File: src/hw/rtl/qcs_pkg.sv
// ----------------------------------------------------------------------------
// qcs_pkg
// Shared types, operation codes and status codes for the circular queue.
// ----------------------------------------------------------------------------
package qcs_pkg;

  localparam int unsigned DATA_W = 32;
  localparam int unsigned OP_W   = 2;
  localparam int unsigned STAT_W = 3;

  typedef logic        [OP_W-1:0]   op_t;
  typedef logic        [STAT_W-1:0] status_t;
  typedef logic signed [DATA_W-1:0] word_t;

  localparam op_t OP_INSERT = 2'd0;
  localparam op_t OP_DELETE = 2'd1;
  localparam op_t OP_SEARCH = 2'd2;
  localparam op_t OP_NOP    = 2'd3;

  localparam status_t ST_DONE      = 3'd0;
  localparam status_t ST_FULL      = 3'd1;
  localparam status_t ST_EMPTY     = 3'd2;
  localparam status_t ST_FOUND     = 3'd3;
  localparam status_t ST_NOT_FOUND = 3'd4;

  // per-cell control: rotate the ring by one, or load the insert word
  typedef struct packed {
    logic shift;
    logic load;
  } cell_ctrl_t;

endpackage

File: src/hw/rtl/qcs_if.sv
// ----------------------------------------------------------------------------
// qcs_if
// Valid/ready channels for queue requests and queue responses.
// ----------------------------------------------------------------------------
interface qcs_req_if;
  logic             valid;
  logic             ready;
  qcs_pkg::op_t     op;
  qcs_pkg::word_t   value;

  modport source (output valid, output op, output value, input ready);
  modport sink   (input valid, input op, input value, output ready);
endinterface

interface qcs_rsp_if;
  logic             valid;
  logic             ready;
  qcs_pkg::status_t status;
  qcs_pkg::word_t   removed_value;

  modport source (output valid, output status, output removed_value, input ready);
  modport sink   (input valid, input status, input removed_value, output ready);
endinterface

File: src/hw/rtl/qcs_cell.sv
// ----------------------------------------------------------------------------
// qcs_cell
// One storage cell of the queue ring: holds a word, takes its neighbor's
// word on a shift, or the insert word on a load.
// ----------------------------------------------------------------------------
module qcs_cell (
  input  logic                clk,
  input  qcs_pkg::cell_ctrl_t ctrl,
  input  qcs_pkg::word_t      load_data,
  input  qcs_pkg::word_t      nbr_data,
  output qcs_pkg::word_t      data
);

  qcs_pkg::word_t data_next;

  always_comb begin
    data_next = data;
    if (ctrl.load) begin
      data_next = load_data;
    end else if (ctrl.shift) begin
      data_next = nbr_data;
    end
  end

  // payload only, no reset
  always_ff @(posedge clk) begin
    data <= data_next;
  end

endmodule

File: src/hw/rtl/circular_queue_with_search_core.sv
// ----------------------------------------------------------------------------
// circular_queue_with_search_core
// Fixed-depth FIFO of signed words built as a ring of cells, oldest entry
// in cell 0 whenever no search is running, with insert, delete and a linear search.
// ----------------------------------------------------------------------------
//  channel | dir | handshake     | payload
//  --------+-----+---------------+------------------------------
//  req     | in  | valid / ready | op[1:0], value[31:0]
//  rsp     | out | valid / ready | status[2:0], removed_value[31:0]
//
//  insert, delete, no-op and search of an empty queue: response registered
//  in the cycle after the transaction
//  search of a non-empty queue: the ring rotates once through the single
//  comparator on cell 0 and ends in its original order
//  reset clears the occupancy count and control; cell contents stay undefined
//  a stalled response holds; a new request is taken once no search runs and
//  the response register is empty or being drained in the same cycle
// ----------------------------------------------------------------------------
module circular_queue_with_search_core #(
  parameter int unsigned DEPTH = 16
) (
  input  logic             clk,
  input  logic             rst,
  qcs_req_if.sink          req,
  qcs_rsp_if.source        rsp
);

  localparam int unsigned IDX_W = (DEPTH > 1) ? $clog2(DEPTH) : 1;
  localparam int unsigned OCC_W = $clog2(DEPTH + 1);

  localparam logic S_IDLE = 1'b0;
  localparam logic S_SCAN = 1'b1;

  logic                state;
  logic [OCC_W-1:0]    occupancy;
  logic [IDX_W-1:0]    scan_cnt;
  logic                found;
  qcs_pkg::word_t      key;

  logic                rsp_valid;
  qcs_pkg::status_t    rsp_status;
  qcs_pkg::word_t      rsp_removed;

  qcs_pkg::word_t      cell_q [DEPTH];

  logic                accept;
  logic                is_full;
  logic                is_empty;
  logic                ins_fire;
  logic                del_fire;
  logic                scan_start;
  logic                rotate;
  logic                scan_last;
  logic                hit;
  qcs_pkg::status_t    acc_status;
  qcs_pkg::word_t      acc_removed;

  assign req.ready         = (state == S_IDLE) && (!rsp_valid || rsp.ready);
  assign rsp.valid         = rsp_valid;
  assign rsp.status        = rsp_status;
  assign rsp.removed_value = rsp_removed;

  assign accept     = req.valid && req.ready;
  assign is_full    = (occupancy == OCC_W'(DEPTH));
  assign is_empty   = (occupancy == '0);
  assign ins_fire   = accept && (req.op == qcs_pkg::OP_INSERT) && !is_full;
  assign del_fire   = accept && (req.op == qcs_pkg::OP_DELETE) && !is_empty;
  assign scan_start = accept && (req.op == qcs_pkg::OP_SEARCH) && !is_empty;
  assign rotate     = del_fire || (state == S_SCAN);
  assign scan_last  = (state == S_SCAN) && (scan_cnt == IDX_W'(DEPTH - 1));
  // only the live entries take part in the compare
  assign hit        = (OCC_W'(scan_cnt) < occupancy) && (cell_q[0] == key);

  always_comb begin
    acc_status  = qcs_pkg::ST_DONE;
    acc_removed = '0;
    case (req.op)
      qcs_pkg::OP_INSERT: begin
        if (is_full) begin
          acc_status = qcs_pkg::ST_FULL;
        end
      end
      qcs_pkg::OP_DELETE: begin
        if (is_empty) begin
          acc_status = qcs_pkg::ST_EMPTY;
        end else begin
          acc_removed = cell_q[0];
        end
      end
      qcs_pkg::OP_SEARCH: begin
        if (is_empty) begin
          acc_status = qcs_pkg::ST_EMPTY;
        end
      end
      default: begin
        acc_status = qcs_pkg::ST_DONE;
      end
    endcase
  end

  for (genvar i = 0; i < DEPTH; i++) begin : g_cell
    qcs_pkg::cell_ctrl_t ctrl;

    assign ctrl.shift = rotate;
    assign ctrl.load  = ins_fire && (occupancy[IDX_W-1:0] == IDX_W'(i));

    qcs_cell u_cell (
      .clk       (clk),
      .ctrl      (ctrl),
      .load_data (req.value),
      .nbr_data  (cell_q[(i + 1) % DEPTH]),
      .data      (cell_q[i])
    );
  end

  always_ff @(posedge clk) begin
    if (rst) begin
      state     <= S_IDLE;
      occupancy <= '0;
      rsp_valid <= 1'b0;
    end else begin
      if (ins_fire) begin
        occupancy <= occupancy + OCC_W'(1);
      end else if (del_fire) begin
        occupancy <= occupancy - OCC_W'(1);
      end
      if ((accept && !scan_start) || scan_last) begin
        rsp_valid <= 1'b1;
      end else if (rsp_valid && rsp.ready) begin
        rsp_valid <= 1'b0;
      end
      if (scan_start) begin
        state <= S_SCAN;
      end else if (scan_last) begin
        state <= S_IDLE;
      end
    end
  end

  always_ff @(posedge clk) begin
    if (scan_start) begin
      scan_cnt <= '0;
      found    <= 1'b0;
      key      <= req.value;
    end else if (state == S_SCAN) begin
      scan_cnt <= scan_cnt + IDX_W'(1);
      found    <= found || hit;
    end
    if (accept && !scan_start) begin
      rsp_status  <= acc_status;
      rsp_removed <= acc_removed;
    end else if (scan_last) begin
      rsp_status  <= (found || hit) ? qcs_pkg::ST_FOUND : qcs_pkg::ST_NOT_FOUND;
      rsp_removed <= '0;
    end
  end

endmodule

File: src/flat_wrapper.sv
// flat-port wrapper written by rule: the top's interface ports become plain ports
module circular_queue_with_search_core_flat 
#(
  parameter int unsigned DEPTH = 16
)
  (clk, rst, req_valid, req_op, req_value, req_ready, rsp_valid, rsp_status, rsp_removed_value, rsp_ready);
  qcs_req_if req_i ();
  qcs_rsp_if rsp_i ();
  input  logic clk;
  input  logic rst;
  input wire logic [$bits(req_i.valid)-1:0] req_valid;
  input wire logic [$bits(req_i.op)-1:0] req_op;
  input wire logic [$bits(req_i.value)-1:0] req_value;
  output wire logic [$bits(req_i.ready)-1:0] req_ready;
  output wire logic [$bits(rsp_i.valid)-1:0] rsp_valid;
  output wire logic [$bits(rsp_i.status)-1:0] rsp_status;
  output wire logic [$bits(rsp_i.removed_value)-1:0] rsp_removed_value;
  input wire logic [$bits(rsp_i.ready)-1:0] rsp_ready;
  assign req_i.valid = req_valid;
  assign req_i.op = req_op;
  assign req_i.value = req_value;
  assign req_ready = req_i.ready;
  assign rsp_valid = rsp_i.valid;
  assign rsp_status = rsp_i.status;
  assign rsp_removed_value = rsp_i.removed_value;
  assign rsp_i.ready = rsp_ready;
  circular_queue_with_search_core #(.DEPTH(DEPTH)) u_core (.clk(clk), .rst(rst), .req(req_i), .rsp(rsp_i));
endmodule
File: config.mk
export PLATFORM = sky130hd
export DESIGN_NAME = circular_queue_with_search_core_flat
export DESIGN_NICKNAME = d
export VERILOG_FILES = /design/src/hw/rtl/qcs_pkg.sv /design/src/hw/rtl/qcs_if.sv /design/src/hw/rtl/qcs_cell.sv /design/src/hw/rtl/circular_queue_with_search_core.sv /design/src/flat_wrapper.sv
export SDC_FILE = /design/constraint.sdc
export NUM_CORES = 1
export LEC_CHECK = 0
export ABC_CLOCK_PERIOD_IN_PS = 13800
export BUFFER_PORTS_ARGS = -buffer_cell sky130_fd_sc_hd__buf_2
export CAP_MARGIN = 20
export CORE_AREA = 2 2 284 230
export DETAILED_ROUTE_END_ITERATION = 6
export DIE_AREA = 0 0 286 232
export PLACE_DENSITY = 0.64
export REMOVE_ABC_BUFFERS = 1
export SYNTH_ARGS = -nofsm -noshare
export SYNTH_HDL_FRONTEND = slang
export SYNTH_SLANG_ARGS = --single-unit
File: constraint.sdc
create_clock -name clk -period 13.8 [get_ports clk]
set_clock_uncertainty 0.05 [all_clocks]
set_input_delay 2.76 -clock clk [delete_from_list [all_inputs] [get_ports clk]]
set_output_delay 2.76 -clock clk [all_outputs]
set_load 0.01 [all_outputs]
==> flow_metrics.tcl <==
set metrics [dict create \
    status "finished, final reports clean" \
    die_w_um 286 \
    relSlewSlack 0.282 \
    met3_length_mm 3.07 \
    grt_pass1_vias 12500 \
    crit_fanout 2 \
    syn_inst 1402 \
    fin_util 0.451 \
    postPlaceCellArea_sq_mm 0.0266 \
    syn_area_per_cell_sq_um 18.0 \
    grt_max_degree 39 \
    io_pins 75 \
    cp_slowest_cell "buf_2" \
    cp_cell_sequence "buf_2, nor2b_1, nor2_1, buf_2" \
    hold_violations 0 \
    drive_gt1_frac 0.467 \
    cp_slowest_stage_delay_ns 0.15 \
    start_util 0.396 \
    final_nets 1524 \
    finalSetupViolCount 0 \
    synth.area.mux_share 0.231 \
    grt_pass1_wl_mm 81.1 \
    synth-compound-area-share 0.00691 \
    wl_met1_mm 26.8 \
    ys.flop_type "edfxtp_1" \
    place_ws_ns 7.64 \
    ctsLongestPathBuffers 3 \
    ys_async_sr_fraction 0 \
    synth_edf_count 579 \
    ys_ff_latch 591 \
    worst_pin_slew_ns 1.08 \
    drt_first_pass_iters 5 \
    die_area_sq_mm 0.0664 \
    cts_made_buffers 61 \
    path_class "input port to output port" \
    synth_top_family_by_area "multiplexers" \
    synth_top_area_cell "edfxtp_1" \
    vias 12400 \
    synth.yosys.warnings 0 \
    path_clk_slew_ns 0.06 \
    coreArea_sq_mm 0.0636 \
    routed_via_density 5.21 \
    drc 0 \
    row_count 83 \
    cts_tree "built" \
    post_drt_wl_per_cell_um 22.5 \
    cts_max_level 2 \
    yosys.area_share.xor_xnor 0.0132 \
    power.leakage_nw 9.53 \
    first_iter_violations 952 \
    crit_arrival_ns 3.22 \
    fmax_ghz 0.166 \
    hpwl_mm 32.0 \
    setup_ws_ns 7.77 \
    path_delay_family "buffers and inverters" \
    syn_to_final_growth_pct 13.8 \
    crit_top_cell "buf_2" \
    yosysTopAreaCellShare 0.690 \
    drv_slew 0 \
    cap_violations 0 \
    rsz0062_at_grt "no" \
    period_share 0.437 \
    synthTopCellsByArea "edfxtp_1, mux2_2, xor2_1, dfxtp_1, and2_1" \
    period_needed_ns 6.03 \
    gp_congestion 0.785 \
    antenna_found_initial 6 \
    crit_required_ns 10.99 \
    place.port_buffers 74 \
    clock_latency_ns 0.63 \
    syn_area_sq_mm 0.0252 \
    clkSinkCount 591 \
    post_cts_resized 0 \
    synth_cell_types 43 \
    grt_overflow 0 \
    hp-class "register to register" \
    synth_adder_area_share 0.00626 \
    wirelength_mm 53.6 \
    synthSimpleGateAreaFrac 0.0256 \
    grt_usage 0.160 \
    cp_num_buf_inv 2 \
    highest_layer "met5" \
    finalInstanceArea_sq_mm 0.0286 \
    worst_setup_path_start_kind "input port" \
    met2_length_mm 22.8 \
    p_per_area_mw_per_mm2 148 \
    irDropWorstVdd_uv 88.6 \
    cts-root-buf "clkbuf_16" \
    ys_seq_area_frac 0.700 \
    die_h_um 232 \
    holdBufCountCts 0 \
    final_antenna_net_count 0 \
    cp-end-kind "output port" \
    post_cts_buffers 0 \
    tns_ns 0 \
]
## logic make-up after synthesis
group           count (synthesis)
compound gates                 26
flops                         591
xor+xnor                       38
fa+ha+maj                      12
simple gates                  117
buf+inv                       101
mux                           517
## synth_stat cells, types with 2 or more instances
cell / instances
a211oi_1: 2
a21o_1: 2
a21oi_1: 5
a31oi_1: 2
and2_1: 33
and3_1: 2
buf_1: 12
buf_2: 38
clkbuf_1: 39
dfxtp_1: 12
edfxtp_1: 579
ha_1: 11
inv_1: 9
inv_2: 2
mux2_1: 14
mux2_2: 499
mux2i_1: 4
nand2_1: 25
nand2b_1: 3
nand3_1: 5
nand3_2: 2
nand4_1: 7
nor2_1: 16
nor2_2: 3
nor2b_1: 3
nor3_1: 4
nor3b_1: 3
nor4_1: 7
o21ai_0: 9
xnor2_1: 6
xor2_1: 32
## routing by layer
| metal | GRT usage | vias up |
|---|---|---|
| li1 | - | 5589 |
| met1 | 0.249 | 6402 |
| met2 | 0.228 | 326 |
| met3 | 0.0324 | 74 |
| met4 | 0.0368 | 8 |
| met5 | 0 | - |
## worst register-to-register path, stage by stage (launching register included)
cell     delay, ns
dfxtp_1       0.45
inv_2         0.13
nand4_1       0.24
nor3_2        0.40
nand2_2       0.61
nand2_1       0.93
buf_4         0.39
## area by class of cell
| type | count | area [sq um] |
|---|---|---|
| well taps | 850 | 1060 |
| clock buffers | 82 | 1660 |
| clock inverters | 33 | 307 |
| diodes | 2 | 5.00 |
| flip-flops and latches | 591 | 17600 |
| multi-input cells | 710 | 7280 |
| fillers | 5390 | 34900 |
| inverters | 11 | 41.3 |
| repair buffers | 99 | 668 |
## layout by cell type, fill, tap and decap left out, types with 9 or more instances in the layout
cell	instances
clkbuf_16	63
and2_1	33
ha_1	11
nand2_1	21
nor2_1	13
edfxtp_1	579
buf_2	74
clkinv_2	9
mux2_2	499
xor2_1	32
inv_1	9
dfxtp_1	12
mux2_1	14
clkinv_1	15
buf_4	18
clkbuf_1	18
## per-stage QoR
step | total power [mW] | hold WS, ns | instances
after detailed placement | 2.66 | 0.409 | 2257
final | 4.25 | 0.416 | 2378
after global placement | 2.65 | 0.389 | 2254
after global routing | 4.40 | 0.457 | 2377
after floorplan | 2.50 | 0.378 | 1312
after CTS | 4.29 | 0.418 | 2372
## where the power goes
group          total, mW  internal (mW)  switching, mW
Combinational      0.386          0.152          0.234
Clock               1.62          0.950          0.672
Sequential          2.25           2.18         0.0644
Total               4.25           3.28          0.970
## sequential cells by signal, summed over array words and instances (netlist names), 3 cells and up
register and count:
u_core.g_cell.u_cell.data 512, u_core.key 32, u_core.rsp.removed_value 32, u_core.occupancy 5, u_core.scan_cnt 4, u_core.rsp.status 3
## path summary, 6_finish.rpt
kind                                    from                              end  slack (ns)  cells past startpoint
worst min register to register  u_core.found                     u_core.found        0.42                      2
worst min-delay path            u_core.found                     u_core.found        0.42                      2
worst max register to register  u_core.state  u_core.g_cell[7].u_cell.data[4]       10.29                      6
worst max-delay path               rsp_ready                        req_ready        7.77                      4
No activity file was read; power rests on OpenSTA's default activity.
